## src/sv/bcdclk_pkg.sv

```systemverilog
// Package for the BCD time-of-day clock: event and button codes, digit
// limits, reset time and the small digit helpers. No dependencies.
package bcdclk_pkg;

  // Event kinds carried in the func field
  typedef enum logic [1:0] {
    FUNC_TICK   = 2'd0,
    FUNC_BUTTON = 2'd1,
    FUNC_LOAD   = 2'd2
  } func_e;

  // Buttons for a button event
  typedef enum logic [1:0] {
    BTN_UP    = 2'd0,
    BTN_DOWN  = 2'd1,
    BTN_LEFT  = 2'd2,
    BTN_RIGHT = 2'd3
  } button_e;

  // Digit selected for editing
  typedef enum logic [2:0] {
    DIG_HOUR_TENS = 3'd0,
    DIG_HOUR_ONES = 3'd1,
    DIG_MIN_TENS  = 3'd2,
    DIG_MIN_ONES  = 3'd3,
    DIG_SEC_TENS  = 3'd4,
    DIG_SEC_ONES  = 3'd5
  } digit_e;

  // Mode bit
  localparam logic MODE_RUN = 1'b0;
  localparam logic MODE_SET = 1'b1;

  // Digit limits
  localparam logic [3:0] LIM_HOUR_TENS    = 4'd2;
  localparam logic [3:0] LIM_HOUR_ONES_HI = 4'd3;  // when hour tens is 2
  localparam logic [3:0] LIM_ONES         = 4'd9;
  localparam logic [3:0] LIM_TENS         = 4'd5;

  // Carry thresholds
  localparam logic [3:0] ONES_WRAP      = 4'd10;
  localparam logic [2:0] TENS_WRAP      = 3'd6;
  localparam logic [3:0] HOUR_ONES_WRAP = 4'd4;   // with hour tens 2
  localparam logic [1:0] HOUR_TENS_TOP  = 2'd2;

  // Load saturation
  localparam logic [4:0] MAX_HOUR = 5'd23;
  localparam logic [5:0] MAX_MS   = 6'd59;

  // Reset time 12:30:00
  localparam logic [1:0] RST_HOUR_TENS = 2'd1;
  localparam logic [3:0] RST_HOUR_ONES = 4'd2;
  localparam logic [2:0] RST_MIN_TENS  = 3'd3;
  localparam logic [3:0] RST_MIN_ONES  = 4'd0;
  localparam logic [2:0] RST_SEC_TENS  = 3'd0;
  localparam logic [3:0] RST_SEC_ONES  = 4'd0;

  typedef struct packed {
    logic [2:0] tens;
    logic [3:0] ones;
  } dec_t;

  // Step a digit up or down with wrap inside 0..lim
  function automatic logic [3:0] step_digit(logic [3:0] v, logic [3:0] lim, logic up);
    logic [3:0] r;
    if (up) begin
      r = (v < lim) ? v + 4'd1 : 4'd0;
    end else begin
      r = (v > 4'd0) ? v - 4'd1 : lim;
    end
    return r;
  endfunction

  // Split a value of at most 59 into tens and ones by compares
  function automatic dec_t dec_split(logic [5:0] v);
    dec_t r;
    logic [5:0] base;
    if (v >= 6'd50) begin
      r.tens = 3'd5;
    end else if (v >= 6'd40) begin
      r.tens = 3'd4;
    end else if (v >= 6'd30) begin
      r.tens = 3'd3;
    end else if (v >= 6'd20) begin
      r.tens = 3'd2;
    end else if (v >= 6'd10) begin
      r.tens = 3'd1;
    end else begin
      r.tens = 3'd0;
    end
    base   = {r.tens, 3'b000} + {2'b00, r.tens, 1'b0};  // tens * 10
    r.ones = 4'(v - base);
    return r;
  endfunction

endpackage

```

## src/sv/bcdclk_in_if.sv

```systemverilog
// Event channel of the BCD clock: valid/ready handshake with event payload.
// Depends on nothing.
interface bcdclk_in_if;
  logic       valid;
  logic       ready;
  logic [1:0] func;
  logic [1:0] button;
  logic [4:0] load_hour;
  logic [5:0] load_minute;
  logic [5:0] load_second;

  modport source (output valid, func, button, load_hour, load_minute, load_second,
                  input ready);
  modport sink   (input valid, func, button, load_hour, load_minute, load_second,
                  output ready);
endinterface

```

## src/sv/bcdclk_out_if.sv

```systemverilog
// Result channel of the BCD clock: valid/ready handshake with time digits,
// mode and selected digit. Depends on nothing.
interface bcdclk_out_if;
  logic       valid;
  logic       ready;
  logic [1:0] hour_tens;
  logic [3:0] hour_ones;
  logic [2:0] minute_tens;
  logic [3:0] minute_ones;
  logic [2:0] second_tens;
  logic [3:0] second_ones;
  logic       setting_mode;
  logic [2:0] selected_digit;

  modport source (output valid, hour_tens, hour_ones, minute_tens, minute_ones,
                         second_tens, second_ones, setting_mode, selected_digit,
                  input ready);
  modport sink   (input valid, hour_tens, hour_ones, minute_tens, minute_ones,
                        second_tens, second_ones, setting_mode, selected_digit,
                  output ready);
endinterface

```

## src/sv/bcd_clock_with_digit_set_core.sv

```systemverilog
// BCD 24-hour clock with set mode. An accepted word updates the time
// registers, which drive the result. Throughput: one word per cycle;
// the time registers double as the result register, so a new word is taken
// whenever the result is empty or being taken in the same cycle.
// Reset (rst_ni low, async): time 12:30:00, run mode, hour tens selected,
// no result pending. Uses bcdclk_pkg, bcdclk_in_if and bcdclk_out_if.
module bcd_clock_with_digit_set_core (
  input  logic  clk_i,
  input  logic  rst_ni,
  bcdclk_in_if.sink    in_i,
  bcdclk_out_if.source out_o
);

  logic [1:0] ht_q, ht_d;
  logic [3:0] ho_q, ho_d;
  logic [2:0] mt_q, mt_d;
  logic [3:0] mo_q, mo_d;
  logic [2:0] st_q, st_d;
  logic [3:0] so_q, so_d;
  logic       mode_q, mode_d;
  logic [2:0] sel_q, sel_d;
  logic       out_valid_q, out_valid_d;

  logic       in_ready;
  logic       accept;

  // Handshake: take a word when the result slot is free or drains now
  assign in_ready   = !out_valid_q || out_o.ready;
  assign in_i.ready = in_ready;
  assign accept     = in_i.valid && in_ready;

  // Tick carry chain
  logic [3:0] so_inc, mo_inc, ho_inc;
  logic [2:0] st_inc, mt_inc;
  logic       so_wrap, st_wrap, mo_wrap, mt_wrap;
  logic [1:0] ht_tick;
  logic [3:0] ho_tick;

  assign so_inc  = so_q + 4'd1;
  assign st_inc  = st_q + 3'd1;
  assign mo_inc  = mo_q + 4'd1;
  assign mt_inc  = mt_q + 3'd1;
  assign ho_inc  = ho_q + 4'd1;
  assign so_wrap = (so_inc >= bcdclk_pkg::ONES_WRAP);
  assign st_wrap = so_wrap && (st_inc >= bcdclk_pkg::TENS_WRAP);
  assign mo_wrap = st_wrap && (mo_inc >= bcdclk_pkg::ONES_WRAP);
  assign mt_wrap = mo_wrap && (mt_inc >= bcdclk_pkg::TENS_WRAP);

  // Hour update on a minute-tens carry
  always_comb begin
    ht_tick = ht_q;
    ho_tick = ho_inc;
    if (ht_q >= bcdclk_pkg::HOUR_TENS_TOP) begin
      if (ho_inc >= bcdclk_pkg::HOUR_ONES_WRAP) begin
        ho_tick = 4'd0;
        ht_tick = 2'd0;
      end
    end else if (ho_inc >= bcdclk_pkg::ONES_WRAP) begin
      ho_tick = 4'd0;
      ht_tick = ht_q + 2'd1;
    end
  end

  // Load: saturate and split into digits
  logic [4:0]       hour_sat;
  logic [5:0]       min_sat, sec_sat;
  bcdclk_pkg::dec_t hour_dec, min_dec, sec_dec;

  assign hour_sat = (in_i.load_hour > bcdclk_pkg::MAX_HOUR) ? bcdclk_pkg::MAX_HOUR
                                                            : in_i.load_hour;
  assign min_sat  = (in_i.load_minute > bcdclk_pkg::MAX_MS) ? bcdclk_pkg::MAX_MS
                                                            : in_i.load_minute;
  assign sec_sat  = (in_i.load_second > bcdclk_pkg::MAX_MS) ? bcdclk_pkg::MAX_MS
                                                            : in_i.load_second;
  assign hour_dec = bcdclk_pkg::dec_split({1'b0, hour_sat});
  assign min_dec  = bcdclk_pkg::dec_split(min_sat);
  assign sec_dec  = bcdclk_pkg::dec_split(sec_sat);

  // Edit: step the selected digit; left steps up, right steps down
  logic       edit_up;
  logic [3:0] ho_lim;

  assign edit_up = (bcdclk_pkg::button_e'(in_i.button) == bcdclk_pkg::BTN_LEFT);
  assign ho_lim  = (ht_q == bcdclk_pkg::HOUR_TENS_TOP) ? bcdclk_pkg::LIM_HOUR_ONES_HI
                                                        : bcdclk_pkg::LIM_ONES;

  // Next state for one accepted word
  always_comb begin
    ht_d   = ht_q;
    ho_d   = ho_q;
    mt_d   = mt_q;
    mo_d   = mo_q;
    st_d   = st_q;
    so_d   = so_q;
    mode_d = mode_q;
    sel_d  = sel_q;
    if (accept) begin
      if (mode_q == bcdclk_pkg::MODE_RUN) begin
        unique case (bcdclk_pkg::func_e'(in_i.func))
          bcdclk_pkg::FUNC_TICK: begin
            so_d = so_wrap ? 4'd0 : so_inc;
            if (so_wrap) st_d = st_wrap ? 3'd0 : st_inc;
            if (st_wrap) mo_d = mo_wrap ? 4'd0 : mo_inc;
            if (mo_wrap) mt_d = mt_wrap ? 3'd0 : mt_inc;
            if (mt_wrap) begin
              ho_d = ho_tick;
              ht_d = ht_tick;
            end
          end
          bcdclk_pkg::FUNC_BUTTON: begin
            if (bcdclk_pkg::button_e'(in_i.button) == bcdclk_pkg::BTN_DOWN) begin
              mode_d = bcdclk_pkg::MODE_SET;
            end
          end
          bcdclk_pkg::FUNC_LOAD: begin
            ht_d = hour_dec.tens[1:0];
            ho_d = hour_dec.ones;
            mt_d = min_dec.tens;
            mo_d = min_dec.ones;
            st_d = sec_dec.tens;
            so_d = sec_dec.ones;
          end
          default: ;
        endcase
      end else if (bcdclk_pkg::func_e'(in_i.func) == bcdclk_pkg::FUNC_BUTTON) begin
        unique case (bcdclk_pkg::button_e'(in_i.button))
          bcdclk_pkg::BTN_UP: begin
            sel_d = (sel_q >= bcdclk_pkg::DIG_SEC_ONES) ? bcdclk_pkg::DIG_HOUR_TENS
                                                        : sel_q + 3'd1;
          end
          bcdclk_pkg::BTN_DOWN: begin
            mode_d = bcdclk_pkg::MODE_RUN;
            sel_d  = bcdclk_pkg::DIG_HOUR_TENS;
          end
          default: begin
            unique case (bcdclk_pkg::digit_e'(sel_q))
              bcdclk_pkg::DIG_HOUR_TENS:
                ht_d = 2'(bcdclk_pkg::step_digit({2'b00, ht_q},
                                                 bcdclk_pkg::LIM_HOUR_TENS, edit_up));
              bcdclk_pkg::DIG_HOUR_ONES:
                ho_d = bcdclk_pkg::step_digit(ho_q, ho_lim, edit_up);
              bcdclk_pkg::DIG_MIN_TENS:
                mt_d = 3'(bcdclk_pkg::step_digit({1'b0, mt_q},
                                                 bcdclk_pkg::LIM_TENS, edit_up));
              bcdclk_pkg::DIG_MIN_ONES:
                mo_d = bcdclk_pkg::step_digit(mo_q, bcdclk_pkg::LIM_ONES, edit_up);
              bcdclk_pkg::DIG_SEC_TENS:
                st_d = 3'(bcdclk_pkg::step_digit({1'b0, st_q},
                                                 bcdclk_pkg::LIM_TENS, edit_up));
              bcdclk_pkg::DIG_SEC_ONES:
                so_d = bcdclk_pkg::step_digit(so_q, bcdclk_pkg::LIM_ONES, edit_up);
              default: ;
            endcase
          end
        endcase
      end
    end
  end

  // Result slot: filled on accept, emptied when taken
  always_comb begin
    out_valid_d = out_valid_q;
    if (accept) begin
      out_valid_d = 1'b1;
    end else if (out_o.ready) begin
      out_valid_d = 1'b0;
    end
  end

  // State registers
  always_ff @(posedge clk_i or negedge rst_ni) begin
    if (!rst_ni) begin
      ht_q        <= bcdclk_pkg::RST_HOUR_TENS;
      ho_q        <= bcdclk_pkg::RST_HOUR_ONES;
      mt_q        <= bcdclk_pkg::RST_MIN_TENS;
      mo_q        <= bcdclk_pkg::RST_MIN_ONES;
      st_q        <= bcdclk_pkg::RST_SEC_TENS;
      so_q        <= bcdclk_pkg::RST_SEC_ONES;
      mode_q      <= bcdclk_pkg::MODE_RUN;
      sel_q       <= bcdclk_pkg::DIG_HOUR_TENS;
      out_valid_q <= 1'b0;
    end else begin
      ht_q        <= ht_d;
      ho_q        <= ho_d;
      mt_q        <= mt_d;
      mo_q        <= mo_d;
      st_q        <= st_d;
      so_q        <= so_d;
      mode_q      <= mode_d;
      sel_q       <= sel_d;
      out_valid_q <= out_valid_d;
    end
  end

  // Result word straight from the state
  assign out_o.valid          = out_valid_q;
  assign out_o.hour_tens      = ht_q;
  assign out_o.hour_ones      = ho_q;
  assign out_o.minute_tens    = mt_q;
  assign out_o.minute_ones    = mo_q;
  assign out_o.second_tens    = st_q;
  assign out_o.second_ones    = so_q;
  assign out_o.setting_mode   = mode_q;
  assign out_o.selected_digit = sel_q;

  // Checks
  a_accept_fills: assert property (@(posedge clk_i) disable iff (!rst_ni)
    accept |=> out_valid_q)
    else $error("accepted word left no result");

  a_state_holds_on_stall: assert property (@(posedge clk_i) disable iff (!rst_ni)
    (out_valid_q && !out_o.ready) |=> ($stable({ht_q, ho_q, mt_q, mo_q, st_q, so_q})
                                       && $stable(sel_q) && $stable(mode_q)))
    else $error("state changed while result stalled");

  a_run_selects_hour_tens: assert property (@(posedge clk_i) disable iff (!rst_ni)
    (mode_q == bcdclk_pkg::MODE_RUN) |-> (sel_q == bcdclk_pkg::DIG_HOUR_TENS))
    else $error("digit selected while running");

  a_digits_in_range: assert property (@(posedge clk_i) disable iff (!rst_ni)
    (ht_q <= bcdclk_pkg::HOUR_TENS_TOP) && (sel_q <= bcdclk_pkg::DIG_SEC_ONES)
    && (so_q <= bcdclk_pkg::LIM_ONES) && (mo_q <= bcdclk_pkg::LIM_ONES))
    else $error("digit out of range");

endmodule

```

## src/flat_wrapper.sv

```systemverilog
// flat-port wrapper written by rule: the top's interface ports become plain ports
module bcd_clock_with_digit_set_core_flat 
  (clk_i, rst_ni, in_i_valid, in_i_func, in_i_button, in_i_load_hour, in_i_load_minute, in_i_load_second, in_i_ready, out_o_valid, out_o_hour_tens, out_o_hour_ones, out_o_minute_tens, out_o_minute_ones, out_o_second_tens, out_o_second_ones, out_o_setting_mode, out_o_selected_digit, out_o_ready);
  bcdclk_in_if in_i_i ();
  bcdclk_out_if out_o_i ();
  input  logic clk_i;
  input  logic rst_ni;
  input wire logic [$bits(in_i_i.valid)-1:0] in_i_valid;
  input wire logic [$bits(in_i_i.func)-1:0] in_i_func;
  input wire logic [$bits(in_i_i.button)-1:0] in_i_button;
  input wire logic [$bits(in_i_i.load_hour)-1:0] in_i_load_hour;
  input wire logic [$bits(in_i_i.load_minute)-1:0] in_i_load_minute;
  input wire logic [$bits(in_i_i.load_second)-1:0] in_i_load_second;
  output wire logic [$bits(in_i_i.ready)-1:0] in_i_ready;
  output wire logic [$bits(out_o_i.valid)-1:0] out_o_valid;
  output wire logic [$bits(out_o_i.hour_tens)-1:0] out_o_hour_tens;
  output wire logic [$bits(out_o_i.hour_ones)-1:0] out_o_hour_ones;
  output wire logic [$bits(out_o_i.minute_tens)-1:0] out_o_minute_tens;
  output wire logic [$bits(out_o_i.minute_ones)-1:0] out_o_minute_ones;
  output wire logic [$bits(out_o_i.second_tens)-1:0] out_o_second_tens;
  output wire logic [$bits(out_o_i.second_ones)-1:0] out_o_second_ones;
  output wire logic [$bits(out_o_i.setting_mode)-1:0] out_o_setting_mode;
  output wire logic [$bits(out_o_i.selected_digit)-1:0] out_o_selected_digit;
  input wire logic [$bits(out_o_i.ready)-1:0] out_o_ready;
  assign in_i_i.valid = in_i_valid;
  assign in_i_i.func = in_i_func;
  assign in_i_i.button = in_i_button;
  assign in_i_i.load_hour = in_i_load_hour;
  assign in_i_i.load_minute = in_i_load_minute;
  assign in_i_i.load_second = in_i_load_second;
  assign in_i_ready = in_i_i.ready;
  assign out_o_valid = out_o_i.valid;
  assign out_o_hour_tens = out_o_i.hour_tens;
  assign out_o_hour_ones = out_o_i.hour_ones;
  assign out_o_minute_tens = out_o_i.minute_tens;
  assign out_o_minute_ones = out_o_i.minute_ones;
  assign out_o_second_tens = out_o_i.second_tens;
  assign out_o_second_ones = out_o_i.second_ones;
  assign out_o_setting_mode = out_o_i.setting_mode;
  assign out_o_selected_digit = out_o_i.selected_digit;
  assign out_o_i.ready = out_o_ready;
  bcd_clock_with_digit_set_core u_core (.clk_i(clk_i), .rst_ni(rst_ni), .in_i(in_i_i), .out_o(out_o_i));
endmodule
```

## config.mk

```make
export PLATFORM = sky130hd
export DESIGN_NAME = bcd_clock_with_digit_set_core_flat
export DESIGN_NICKNAME = d
export VERILOG_FILES = /design/src/sv/bcdclk_pkg.sv /design/src/sv/bcdclk_in_if.sv /design/src/sv/bcdclk_out_if.sv /design/src/sv/bcd_clock_with_digit_set_core.sv /design/src/flat_wrapper.sv
export SDC_FILE = /design/constraint.sdc
export NUM_CORES = 1
export LEC_CHECK = 0
export ABC_AREA = 1
export BUFFER_PORTS_ARGS = -buffer_cell sky130_fd_sc_hd__buf_2
export CORE_ASPECT_RATIO = 1.4
export CORE_MARGIN = 2
export CORE_UTILIZATION = 45
export DETAILED_ROUTE_END_ITERATION = 7
export PLACE_DENSITY = 0.75
export SETUP_SLACK_MARGIN = 0.4
export SYNTH_ARGS = -nofsm -noshare
export SYNTH_HDL_FRONTEND = slang
export SYNTH_SLANG_ARGS = --single-unit
```

## constraint.sdc

```tcl
create_clock -name clk_i -period 2 [get_ports clk_i]
set_input_delay 0.4 -clock clk_i [delete_from_list [all_inputs] [get_ports clk_i]]
set_output_delay 0.4 -clock clk_i [all_outputs]
set_load 0.005 [all_outputs]
```

==> results of run 1 <==
-- through the flow --
stage | setup TNS (ns) | power (mW)
floorplan | 0 | 3.907
global placement | 0 | 4.891
detailed placement | -0.08266 | 4.970
CTS | 0 | 5.860
global route | -0.0007561 | 7.166
finish | 0 | 6.613
-- metal layers --
layer / routed length (um) / vias to the layer above
li1: - / 1771
met1: 3775 / 1670
met2: 4930 / 122
met3: 497 / 18
met4: 178 / 0
met5: 0 / -
-- cells in the final DEF (no fill, tap or decap), drive strengths merged, types with 3 or more instances in the layout --
| cell | Yosys | final |
|---|---|---|
| a31oi | 8 | 8 |
| buf | 0 | 109 |
| nand3 | 40 | 40 |
| dfstp | 4 | 4 |
| nand4 | 5 | 5 |
| xor2 | 10 | 10 |
| ha | 34 | 34 |
| clkbuf | 10 | 4 |
| inv | 81 | 81 |
| o22ai | 4 | 4 |
| nor2 | 38 | 38 |
| nor3 | 3 | 3 |
| o211ai | 12 | 12 |
| nand2 | 94 | 94 |
| o21ai | 43 | 43 |
| a21oi | 34 | 34 |
| dfrtp | 21 | 21 |
| xnor2 | 6 | 6 |
| or2 | 4 | 4 |
-- worst max-delay path: stages (launching register included) --
cell,delay (ns)
sky130_fd_sc_hd__dfrtp_2,0.49
sky130_fd_sc_hd__inv_2,0.08
sky130_fd_sc_hd__ha_4,0.29
sky130_fd_sc_hd__nor2_4,0.03
sky130_fd_sc_hd__nand2_2,0.07
sky130_fd_sc_hd__nand2_4,0.07
sky130_fd_sc_hd__nor2_8,0.14
sky130_fd_sc_hd__o2111ai_4,0.16
sky130_fd_sc_hd__nand2_2,0.14
sky130_fd_sc_hd__nand2_4,0.07
sky130_fd_sc_hd__nor2_8,0.13
sky130_fd_sc_hd__nand2_1,0.07
sky130_fd_sc_hd__o21ai_1,0.07
-- state kept, by name, indices dropped and copies added (netlist names) --
name                         cells
u_core.out_o.hour_tens           2
u_core.out_o.second_tens         3
u_core.out_o.hour_ones           4
u_core.out_o.second_ones         4
u_core.out_o.valid               1
u_core.out_o.minute_ones         4
u_core.out_o.minute_tens         3
u_core.out_o.selected_digit      3
u_core.out_o.setting_mode        1
-- worst max-delay path by stage --
stage                                                 start                                       to  slack, ns  depth (start not counted)
finish              u_core.out_o.second_ones[0]$_DFFE_PN0P_    u_core.out_o.hour_ones[1]$_DFFE_PN1P_       0.11                         12
global route        u_core.out_o.second_ones[0]$_DFFE_PN0P_    u_core.out_o.hour_ones[2]$_DFFE_PN0P_    -0.0008                         12
CTS                   u_core.out_o.hour_tens[0]$_DFFE_PN1P_    u_core.out_o.hour_ones[0]$_DFFE_PN0P_       0.13                         12
detailed placement                      in_i_load_second[3]  u_core.out_o.second_ones[2]$_DFFE_PN0P_      -0.06                         15
global placement                        in_i_load_second[3]  u_core.out_o.second_ones[2]$_DFFE_PN0P_       0.02                         15
floorplan             u_core.out_o.hour_tens[0]$_DFFE_PN1P_    u_core.out_o.hour_ones[0]$_DFFE_PN0P_       0.16                          9
-- timing repair --
action | 4_1_cts | 5_1_grt
setup endpoints to repair | 20 | 20
resized for setup | 29 | 55
pin swaps | 38 | 33
setup buffers | 24 | 10
hold buffers | 0 | 0
-- logic make-up (layout without fill, tap and decap cells) --
group                      count (synthesis)  count (layout)
buffers and inverters                     92             195
DFF                                       25              25
and+or+nand+nor                          186             186
adders and majority gates                 34              34
xor gates and xnor gates                  16              16
AOI/OAI and AO/OA                        117             117
-- final cells by class --
cell class	count	area, um^2
Fill cell	549	2116
Inverter	82	352.8
Timing Repair Buffer	109	758.2
Tap cell	92	115.1
Multi-Input combinational cell	353	2590
Clock buffer	4	45.04
Sequential cell	25	635.6
-- report_power, final --
group | internal [mW] | switching [mW] | leakage [nW]
registers | 0.777 | 0.338 | 0.292
logic | 2.37 | 2.77 | 1.89
clock network | 0.144 | 0.211 | 0.0228
==> results_tabular.tex, run 1 <==
\begin{tabular}{lr}
\hline
Metric & Value \\
\hline
\multicolumn{2}{l}{\textbf{Placed design}} \\
\quad Worst slack, placed & -0.05551 ns \\
\quad Routability congestion estimate from global placement & 0.8509 \\
\quad DP HPWL & $\sim$6.4 mm \\
\quad IO Port Bufs & 50 \\
\quad Standard cell area after detailed placement & between 0.003 and 0.004 mm\^{}2 \\
\quad Number of placed instances, taps included & between 600 and 700 \\
\multicolumn{2}{l}{\textbf{Pwr}} \\
\quad Static power due to leakage & between 2 and 2.5 nW \\
\quad Largest vdd supply drop & 706.1 uV \\
\quad Power Dens Cells & 1470 mW/mm\^{}2 \\
\multicolumn{2}{l}{\textbf{Setup path}} \\
\quad CP Capture Type & flip-flop \\
\quad Slack of the worst reg-to-reg path & 0.11 ns \\
\quad Setup CP Type & flip-flop to flip-flop \\
\quad Endpoint of the worst register-to-register path & u\_core.out\_o.hour\_ones[1]\$\_DFFE\_PN1P\_ \\
\quad Critical path data arrival time & approximately 2.1 ns \\
\quad Reg-to-reg critical path startpoint & u\_core.out\_o.second\_ones[0]\$\_DFFE\_PN0P\_ \\
\quad Worst Path Max Fanout & 8 \\
\quad Critical path required time & approximately 2.2 ns \\
\quad Worst Setup Start Kind & flip-flop \\
\quad Depth of the worst register-to-register path & 12 \\
\multicolumn{2}{l}{\textbf{Synthesis}} \\
\quad Avg Cell Area, Syn & 6.599 um\^{}2 \\
\quad XOR/XNOR share of the synthesized area & 4.760\% \\
\quad Post-Synthesis Cell Area & between 0.003 and 0.004 mm\^{}2 \\
\quad Synthesized-area fraction occupied by adder cells & 13.72\% \\
\quad Synth warnings & 0 \\
\quad Syn\_nets & between 500 and 600 \\
\quad Synth Instances & 470 \\
\quad Combinational family with the most area after synthesis & simple AND/OR/NAND/NOR gates \\
\quad Number of register bits inferred by synthesis & 25 \\
\quad Number of synthesized flops with an enable pin & 0 \\
\quad Compound-cell area share of the yosys netlist & a little under a quarter \\
\quad Main flop type after synthesis & sky130\_fd\_sc\_hd\_\_dfrtp\_1 \\
\quad Fraction of post-synthesis cell area in the top cell type by area & roughly 17\% \\
\quad Area leader, netlist & sky130\_fd\_sc\_hd\_\_dfrtp\_1 \\
\quad Most frequent cell after synthesis & sky130\_fd\_sc\_hd\_\_nand2\_1 \\
\quad Mux cell area share after synthesis & 0\% \\
\quad Post-synth ARST share & 100.0\% \\
\quad Number of library cell types mapped by synthesis & 44 \\
\quad Top post-synthesis cells by area & sky130\_fd\_sc\_hd\_\_dfrtp\_1, sky130\_fd\_sc\_hd\_\_ha\_1, sky130\_fd\_sc\_hd\_\_nand2\_1 \\
\quad Cell types with the highest counts after synthesis & sky130\_fd\_sc\_hd\_\_nand2\_1, sky130\_fd\_sc\_hd\_\_inv\_1, sky130\_fd\_sc\_hd\_\_nand3\_1 \\
\quad Sequential-to-total area share from yosys stat & approximately 20\% \\
\quad Basic-gate share of the synthesized area counting and, or, nand and nor cells & 27.11\% \\
\multicolumn{2}{l}{\textbf{Timing}} \\
\quad Count of final max-slew check failures & 0 \\
\quad Minimum period implied by the final worst setup slack & 1.886 ns \\
\quad Worst hold slack after final layout & about 0.11 ns \\
\quad Part of the cycle the worst path needs & 94.31\% \\
\quad Final Hold Fails & 0 \\
\quad Highest achievable clock rate & 530.2 MHz \\
\quad Number of endpoints failing setup at the final stage & 0 \\
\quad Worst-Margin Slew & between 0.6 and 0.7 ns \\
\quad Post-route setup slack & 0.1138 ns \\
\quad RSZ-0062 raised after global routing & yes \\
\quad Worst slew margin relative to its limit & 58.42\% \\
\quad Max Clock Skew & between 0.002 and 0.0025 ns \\
\multicolumn{2}{l}{\textbf{Final layout}} \\
\quad Final std cells w/o fill & roughly 670 \\
\quad Area growth syn-to-layout & 44.98\% \\
\quad Share of layout cells above drive strength 1 & 39.27\% \\
\quad Layout net count & about 630 \\
\quad Final std cell area, no fill & approximately 0.0045 mm\^{}2 \\
\quad Fin util & roughly two thirds \\
\quad Antenna diode count & 0 \\
\multicolumn{2}{l}{\textbf{Status}} \\
\quad Outcome & finished, final reports clean \\
\multicolumn{2}{l}{\textbf{Die}} \\
\quad DIE HEIGHT & 102.2 um \\
\quad Initial Util & 46.91\% \\
\quad DIE AREA & approximately 0.0076 mm\^{}2 \\
\quad Ports placed on the boundary & approximately 50 \\
\quad Cell row count & 35 \\
\quad Die Wd & between 70 and 80 um \\
\quad Core Footprint & approximately 0.0066 mm\^{}2 \\
\multicolumn{2}{l}{\textbf{Clocking}} \\
\quad Reg clk slew, reported paths & roughly 0.11 ns \\
\quad Skew-Pair Late Insertion Delay & a little under 0.3 ns \\
\quad Maximum root-to-sink buffer count & 2 \\
\quad CTS tree & done \\
\quad Clock root buffer master & sky130\_fd\_sc\_hd\_\_clkbuf\_8 \\
\quad TritonCTS Buffers & 3 \\
\quad CTS H-Tree Depth & 1 \\
\quad Total number of clock tree sinks & 25 \\
\multicolumn{2}{l}{\textbf{Global route}} \\
\quad Pin count of the biggest net entering global routing & 26 \\
\quad Fraction of met2 tracks used by global routing & between 40\% and 50\% \\
\quad Number of antenna violations at the first check in global routing & 0 \\
\quad Combined global-route utilization of all metal layers & between 20\% and 30\% \\
\quad GR Util met1 & 29.12\% \\
\quad Number of global-route vias before repair & roughly 3400 \\
\quad Most congested layer reported by global routing & met2 \\
\quad Global-route wire length before repair & between 10 and 15 mm \\
\quad Sum of overflow across all layers after global routing & 0 \\
\quad GRT met3 Usage & 2.071\% \\
\multicolumn{2}{l}{\textbf{Route}} \\
\quad Initial drt markers & 162 \\
\quad Initial DRT Pass Iterations & 4 \\
\quad Total detailed-routing wirelength & 9.381 mm \\
\quad Antenna-violating nets left & 0 \\
\quad Post-DR vias/cell & 5.385 \\
\quad Detailed-route via count & $\sim$3600 \\
\quad Remaining design rule violation count & 0 \\
\quad Wire length per cell after detailed routing & around 14 um \\
\multicolumn{2}{l}{\textbf{Min path}} \\
\quad Min-Delay Path Class & input pin to async pin \\
\multicolumn{2}{l}{\textbf{Flow run}} \\
\quad Max-Cap Viols & 0 \\
\hline
\end{tabular}
Note: power is estimated with default switching activity, not from simulation.
==> run 2: changes to the inputs <==
--- a/config.mk
+++ b/config.mk
@@ -7,10 +7,11 @@
 export LEC_CHECK = 0
 export ABC_AREA = 1
 export BUFFER_PORTS_ARGS = -buffer_cell sky130_fd_sc_hd__buf_2
-export CORE_ASPECT_RATIO = 1.4
+export CORE_ASPECT_RATIO = 0.6
 export CORE_MARGIN = 2
 export CORE_UTILIZATION = 45
 export DETAILED_ROUTE_END_ITERATION = 7
+export GPL_ROUTABILITY_DRIVEN = 0
 export PLACE_DENSITY = 0.75
 export SETUP_SLACK_MARGIN = 0.4
 export SYNTH_ARGS = -nofsm -noshare
==> results_tabular.tex, run 2 (synthesis results as in run 1) <==
\begin{tabular}{lr}
\hline
Metric & Value \\
\hline
\multicolumn{2}{l}{\textbf{Status}} \\
\quad Outcome & finished, final reports clean \\
\multicolumn{2}{l}{\textbf{Global route}} \\
\quad Number of antenna violations at the first check in global routing & 0 \\
\quad Sum of overflow across all layers after global routing & 0 \\
\quad Pin count of the biggest net entering global routing & 26 \\
\quad Global-route wire length before repair & 15.75 mm \\
\quad Number of global-route vias before repair & 3365 \\
\quad Combined global-route utilization of all metal layers & between 20 and 30\% \\
\multicolumn{2}{l}{\textbf{Die}} \\
\quad Core Footprint & approximately 0.0067 mm\^{}2 \\
\quad Ports placed on the boundary & a little over 50 \\
\quad Die Wd & approximately 110 um \\
\quad Initial Util & roughly 46\% \\
\quad DIE HEIGHT & 68.31 um \\
\quad DIE AREA & about 0.0076 mm\^{}2 \\
\quad Cell row count & 23 \\
\multicolumn{2}{l}{\textbf{Final layout}} \\
\quad Share of layout cells above drive strength 1 & about 38\% \\
\quad Layout net count & about 630 \\
\quad Multi-input combinational cell area & about 0.0026 mm\^{}2 \\
\quad Area growth syn-to-layout & 44.65\% \\
\quad Leading cell type in the layout, fill and taps excluded & sky130\_fd\_sc\_hd\_\_nand2\_1 \\
\quad Commonest cells after routing, fill and taps aside & sky130\_fd\_sc\_hd\_\_nand2\_1, sky130\_fd\_sc\_hd\_\_inv\_1, sky130\_fd\_sc\_hd\_\_buf\_2, sky130\_fd\_sc\_hd\_\_buf\_4, sky130\_fd\_sc\_hd\_\_nand3\_1 \\
\quad Number of filler cells placed in the layout & about 560 \\
\quad Flip-flop and latch area & about 640 um\^{}2 \\
\quad Antenna diode count & 0 \\
\multicolumn{2}{l}{\textbf{Route}} \\
\quad Wire length per cell after detailed routing & between 10 and 15 um \\
\quad Detailed-route via count & $\sim$3600 \\
\quad Initial DRT Pass Iterations & 5 \\
\quad Post-DR vias/cell & about 5.5 \\
\quad Initial drt markers & just over 200 \\
\quad Antenna-violating nets left & 0 \\
\quad Remaining design rule violation count & 0 \\
\quad Total detailed-routing wirelength & slightly below 10 mm \\
\multicolumn{2}{l}{\textbf{Timing}} \\
\quad Highest achievable clock rate & roughly 530 MHz \\
\quad Count of final max-slew check failures & 0 \\
\quad Final total negative setup slack & 0 ns \\
\quad Part of the cycle the worst path needs & a little over nine tenths \\
\quad Number of endpoints failing setup at the final stage & 0 \\
\quad Minimum period implied by the final worst setup slack & roughly 1.9 ns \\
\quad Post-route setup slack & between 0.1 and 0.15 ns \\
\quad Final Hold Fails & 0 \\
\quad Worst slew margin relative to its limit & about 57\% \\
\quad Max Clock Skew & 0.004633 ns \\
\quad Worst-Margin Slew & $\sim$0.64 ns \\
\quad RSZ-0062 raised after global routing & yes \\
\multicolumn{2}{l}{\textbf{Placed design}} \\
\quad Worst slack, placed & -0.04327 ns \\
\quad DP HPWL & 6.794 mm \\
\quad IO Port Bufs & 50 \\
\multicolumn{2}{l}{\textbf{Pwr}} \\
\quad Clock group share of total power & roughly 7.2\% \\
\quad Switching power & between 3 and 4 mW \\
\quad Comb pwr share & roughly 76\% \\
\quad Largest vdd supply drop & between 700 and 800 uV \\
\quad Static power due to leakage & approximately 2.2 nW \\
\quad Final Total Pwr & 6.647 mW \\
\quad Power Dens Cells & roughly 1500 mW/mm\^{}2 \\
\quad Share of total power in sequential cells & 17.1\% \\
\quad Cell-internal power & approximately 3.3 mW \\
\quad Switching power share of the total & around half \\
\multicolumn{2}{l}{\textbf{Setup path}} \\
\quad Kind of cell with the highest combined delay on the critical path & simple AND/OR/NAND/NOR gates \\
\quad Critical path data arrival time & 2.09 ns \\
\quad Ordered cell list for the critical path & inv\_2 > ha\_4 > nor2\_2 > nand2\_2 > nand2\_4 > nor2\_8 > o2111ai\_4 > nand2\_2 > nand2\_4 > nor2\_8 > nand2\_1 > o21ai\_1 \\
\quad Worst Setup Start Kind & flip-flop \\
\quad Highest cell delay on the worst timing path & between 0.4 and 0.5 ns \\
\quad Slowest library cell on the worst path & sky130\_fd\_sc\_hd\_\_dfrtp\_2 \\
\quad CP Capture Type & flip-flop \\
\quad Setup CP Type & flip-flop to flip-flop \\
\quad Worst Path Max Fanout & 8 \\
\quad Number of buffers and inverters on the critical path & 1 \\
\quad Critical path required time & 2.20 ns \\
\multicolumn{2}{l}{\textbf{Flow run}} \\
\quad Max-Cap Viols & 0 \\
\multicolumn{2}{l}{\textbf{Min path}} \\
\quad Min-Delay Path Class & input pin to async pin \\
\multicolumn{2}{l}{\textbf{Clocking}} \\
\quad Skew-Pair Late Insertion Delay & between 0.2 and 0.3 ns \\
\quad Maximum root-to-sink buffer count & 2 \\
\quad Clock root buffer master & sky130\_fd\_sc\_hd\_\_clkbuf\_16 \\
\quad CTS tree & done \\
\quad CTS H-Tree Depth & 1 \\
\quad Total number of clock tree sinks & 25 \\
\quad TritonCTS Buffers & 3 \\
\quad Reg clk slew, reported paths & $\sim$0.07 ns \\
\hline
\end{tabular}
-- run 2: cell count changes in the layout (fill, tap and decap cells not counted), sizes merged --
cell  before  now
buf      109  101
-- run 2: worst reg2reg max path, delay by kind of cell (launching register included) --
kind                     cells  cell delay, ns
AND/OR/NAND/NOR              8            0.78
AO/OA/AOI/OAI                2            0.23
buffers and inverters        1            0.08
flip-flops                   1            0.46
adder cells (fa/ha/maj)      1            0.28
-- run 2: metal layers --
layer | vias to the layer above | part of all wire (%) | routed length [um] | GRT usage (%)
li1 | 1761 | - | - | -
met4 | 0 | 0.98 | 95 | 4.630
met3 | 14 | 5.9 | 572 | 4.252
met2 | 128 | 48 | 4648 | 45.20
met5 | - | 0 | 0 | 0
met1 | 1715 | 45 | 4415 | 33.24
-- run 2: per-stage QoR --
stage                     std cells  utilization [%]  hold slack [ns]  instance area [um^2]
after global placement          626            58.47           0.4537                  3904
after floorplan                 470                -           0.1044                  3364
after CTS                       649            64.94           0.1684                  4335
final                           652            67.20           0.1468                  4487
after global routing            652            67.20           0.1966                  4487
after detailed placement        626            58.47           0.4602                  3904
-- run 2: worst paths after layout --
check,from,cells after the start,endpoint,slack [ns]
setup / recovery,u_core.out_o.second_ones[0]$_DFFE_PN0P_,12,u_core.out_o.hour_ones[1]$_DFFE_PN1P_,0.10
hold / removal,rst_ni,1,u_core.out_o.second_ones[3]$_DFFE_PN0P_,0.15
setup reg to reg,u_core.out_o.second_ones[0]$_DFFE_PN0P_,12,u_core.out_o.hour_ones[1]$_DFFE_PN1P_,0.10
hold reg to reg,u_core.out_o.minute_tens[1]$_DFFE_PN1P_,2,u_core.out_o.minute_tens[1]$_DFFE_PN1P_,0.49
max in group asynchronous,rst_ni,1,u_core.out_o.minute_ones[0]$_DFFE_PN0P_,1.39
min in group clk_i,out_o_ready,4,u_core.out_o.valid$_DFFE_PN0P_,0.41
-- run 2: power groups by stage --
stage	combinational [mW]	sequential (mW)	clock [mW]
after floorplan	2.80	1.11	0
after global placement	3.92	1.11	0
after detailed placement	3.99	1.12	0
after CTS	4.60	1.13	0.488
after global routing	5.53	1.18	0.506
final	5.03	1.13	0.481
-- run 2: repair_timing --
item	4_1_cts	5_1_grt
gates resized for setup	55	28
buffers inserted	19	3
setup endpoints to repair	20	20
pin swaps	42	19
hold buffers	0	0
-- run 2: cell type report --
| class | instances | area share [%] |
|---|---|---|
| clock buffer | 4 | 1.757 |
| inverter | 82 | 7.864 |
| multi-input combinational | 353 | 57.86 |
| sequential | 25 | 14.19 |
| tap | 87 | 2.426 |
| timing repair buffer | 101 | 15.90 |
==> run 3: changes to the inputs <==
--- a/config.mk
+++ b/config.mk
@@ -6,7 +6,7 @@
 export NUM_CORES = 1
 export LEC_CHECK = 0
 export ABC_AREA = 1
-export BUFFER_PORTS_ARGS = -buffer_cell sky130_fd_sc_hd__buf_2
+export BUFFER_PORTS_ARGS = -buffer_cell sky130_fd_sc_hd__clkbuf_2
 export CORE_ASPECT_RATIO = 0.6
 export CORE_MARGIN = 2
 export CORE_UTILIZATION = 45
==> results_tabular.tex, run 3 (synthesis results as in run 1) <==
\begin{tabular}{lr}
\hline
Metric & Value \\
\hline
\multicolumn{2}{l}{\textbf{Status}} \\
\quad Outcome & finished, final reports clean \\
\multicolumn{2}{l}{\textbf{Clocking}} \\
\quad Skew-Pair Late Insertion Delay & approximately 0.27 ns \\
\quad Hold Buf Count CTS & 0 \\
\quad Maximum root-to-sink buffer count & 2 \\
\quad Clock root buffer master & sky130\_fd\_sc\_hd\_\_clkbuf\_16 \\
\quad TritonCTS Buffers & 3 \\
\quad Total number of clock tree sinks & 25 \\
\quad Reg clk slew, reported paths & $\sim$0.07 ns \\
\quad CTS H-Tree Depth & 1 \\
\quad CTS tree & done \\
\multicolumn{2}{l}{\textbf{Route}} \\
\quad Initial DRT Pass Iterations & 5 \\
\quad Detailed-route via count & 3732 \\
\quad Remaining design rule violation count & 0 \\
\quad Initial drt markers & between 300 and 400 \\
\quad Antenna-violating nets left & 0 \\
\quad Total detailed-routing wirelength & about 11 mm \\
\quad Wire length per cell after detailed routing & between 15 and 20 um \\
\quad Post-DR vias/cell & approximately 5.6 \\
\multicolumn{2}{l}{\textbf{Die}} \\
\quad Ports placed on the boundary & slightly above 50 \\
\quad Cell row count & 23 \\
\quad Die Wd & between 100 and 150 um \\
\quad DIE AREA & $\sim$0.0076 mm\^{}2 \\
\quad Initial Util & $\sim$46\% \\
\quad Core Footprint & around 0.0067 mm\^{}2 \\
\quad DIE HEIGHT & roughly 70 um \\
\multicolumn{2}{l}{\textbf{Global route}} \\
\quad Number of antenna violations at the first check in global routing & 0 \\
\quad Sum of overflow across all layers after global routing & 0 \\
\quad Combined global-route utilization of all metal layers & about a quarter \\
\quad Pin count of the biggest net entering global routing & 27 \\
\quad Global-route wire length before repair & about 16 mm \\
\quad Number of global-route vias before repair & 3476 \\
\multicolumn{2}{l}{\textbf{Setup path}} \\
\quad Setup CP Type & flip-flop to flip-flop \\
\quad Worst Path Max Fanout & 3 \\
\quad Worst Setup Start Kind & flip-flop \\
\quad Ordered cell list for the critical path & inv\_2 > ha\_4 > ha\_1 > a21oi\_2 > or2\_1 > a221oi\_2 > nor2\_1 > nand2\_1 > o21ai\_1 \\
\quad Slowest library cell on the worst path & sky130\_fd\_sc\_hd\_\_dfstp\_2 \\
\quad Critical path required time & $\sim$2.2 ns \\
\quad Critical path data arrival time & roughly 2.1 ns \\
\quad Highest cell delay on the worst timing path & 0.54 ns \\
\quad CP Capture Type & flip-flop \\
\multicolumn{2}{l}{\textbf{Final layout}} \\
\quad Antenna diode count & 0 \\
\quad Leading cell type in the layout, fill and taps excluded & sky130\_fd\_sc\_hd\_\_nand2\_1 \\
\quad Area growth syn-to-layout & 51.96\% \\
\quad Layout net count & about 640 \\
\quad Commonest cells after routing, fill and taps aside & sky130\_fd\_sc\_hd\_\_nand2\_1, sky130\_fd\_sc\_hd\_\_inv\_1, sky130\_fd\_sc\_hd\_\_buf\_4, sky130\_fd\_sc\_hd\_\_clkbuf\_2, sky130\_fd\_sc\_hd\_\_nand3\_1 \\
\quad Share of layout cells above drive strength 1 & roughly two fifths \\
\multicolumn{2}{l}{\textbf{Timing}} \\
\quad Max Clock Skew & about 0.0033 ns \\
\quad Final Hold Fails & 0 \\
\quad Number of endpoints failing setup at the final stage & 0 \\
\quad RSZ-0062 raised after global routing & yes \\
\quad Post-route setup slack & approximately 0.089 ns \\
\quad Worst slew margin relative to its limit & roughly 51\% \\
\quad Count of final max-slew check failures & 0 \\
\quad Minimum period implied by the final worst setup slack & $\sim$1.9 ns \\
\quad Highest achievable clock rate & approximately 520 MHz \\
\quad Part of the cycle the worst path needs & 95.54\% \\
\quad Worst-Margin Slew & 0.7418 ns \\
\multicolumn{2}{l}{\textbf{Placed design}} \\
\quad IO Port Bufs & 50 \\
\quad DP HPWL & slightly below 7 mm \\
\quad Worst slack, placed & -0.06193 ns \\
\multicolumn{2}{l}{\textbf{Pwr}} \\
\quad Largest vdd supply drop & a little under 1000 uV \\
\quad Power Dens Cells & approximately 1500 mW/mm\^{}2 \\
\quad Final Total Pwr & roughly 7.0 mW \\
\quad Static power due to leakage & between 2 and 2.5 nW \\
\multicolumn{2}{l}{\textbf{Min path}} \\
\quad Min-Delay Path Class & input pin to async pin \\
\multicolumn{2}{l}{\textbf{Flow run}} \\
\quad Max-Cap Viols & 0 \\
\hline
\end{tabular}
[run 3: changes by cell type in the layout (fill, tap and decap cells not counted), moves of 4 or more]
cell / before / now
sky130_fd_sc_hd__buf_2: 44 / 0
sky130_fd_sc_hd__nand2_2: 9 / 13
sky130_fd_sc_hd__buf_4: 43 / 59
sky130_fd_sc_hd__nand2_1: 76 / 71
sky130_fd_sc_hd__clkbuf_2: 0 / 43
sky130_fd_sc_hd__buf_6: 12 / 7
[run 3: final timing paths]
path | from | end | slack, ns | cells past startpoint
max | u_core.out_o.hour_tens[0]$_DFFE_PN1P_ | u_core.out_o.hour_ones[0]$_DFFE_PN0P_ | 0.09 | 9
min | rst_ni | u_core.out_o.hour_ones[3]$_DFFE_PN0P_ | 0.18 | 1
max reg2reg | u_core.out_o.hour_tens[0]$_DFFE_PN1P_ | u_core.out_o.hour_ones[0]$_DFFE_PN0P_ | 0.09 | 9
min reg2reg | u_core.out_o.minute_tens[1]$_DFFE_PN1P_ | u_core.out_o.minute_tens[1]$_DFFE_PN1P_ | 0.49 | 2
max in group asynchronous | rst_ni | u_core.out_o.minute_ones[2]$_DFFE_PN0P_ | 1.29 | 1
min in group clk_i | in_i_valid | u_core.out_o.valid$_DFFE_PN0P_ | 0.38 | 3
[run 3: final cells by class]
cell class / count / area, um^2
Inverter: 82 / 372.9
Fill cell: 497 / 1963
Sequential cell: 25 / 638.1
Timing Repair Buffer: 115 / 829.5
Clock buffer: 4 / 78.83
Tap cell: 87 / 108.9
Multi-Input combinational cell: 353 / 2685
[run 3: what timing repair did]
action / CTS / global route
hold endpoints to repair: 0 / 0
buffers inserted: 24 / 10
resized for setup: 42 / 68
setup endpoints to repair: 20 / 20
pin swaps: 40 / 31
[run 3: per-stage QoR]
step	area [um^2]	setup TNS (ns)	cells	util [%]	hold slack, ns
6_report	4713	0	666	70.60	0.1827
5_1_grt	4713	-0.02674	666	70.60	0.2318
4_1_cts	4373	0	656	65.50	0.1980
3_5_place_dp	3919	-0.1666	628	58.70	0.4855
3_3_place_gp	3919	-0.01020	628	58.70	0.4753
2_1_floorplan	3364	0	470	-	0.1044
[run 3: routing by layer]
layer,GRT usage [%],wire length [um]
met1,33.60,4627
met2,46.49,5115
met3,4.872,683
met4,5.864,201
met5,0,0
[run 3: critical path, delay by kind of cell (launching register included)]
family / cells / cell delay [ns]
DFF: 1 / 0.54
AOI/OAI and AO/OA: 3 / 0.37
adders and majority gates: 2 / 0.45
buffers and inverters: 1 / 0.05
and+or+nand+nor: 3 / 0.39
[run 3: power breakdown]
part | total, mW | internal [mW] | switching, mW
Sequential | 1.15 | 0.781 | 0.372
Clock | 0.483 | 0.274 | 0.209
Combinational | 5.35 | 2.37 | 2.98
Total | 6.99 | 3.42 | 3.56
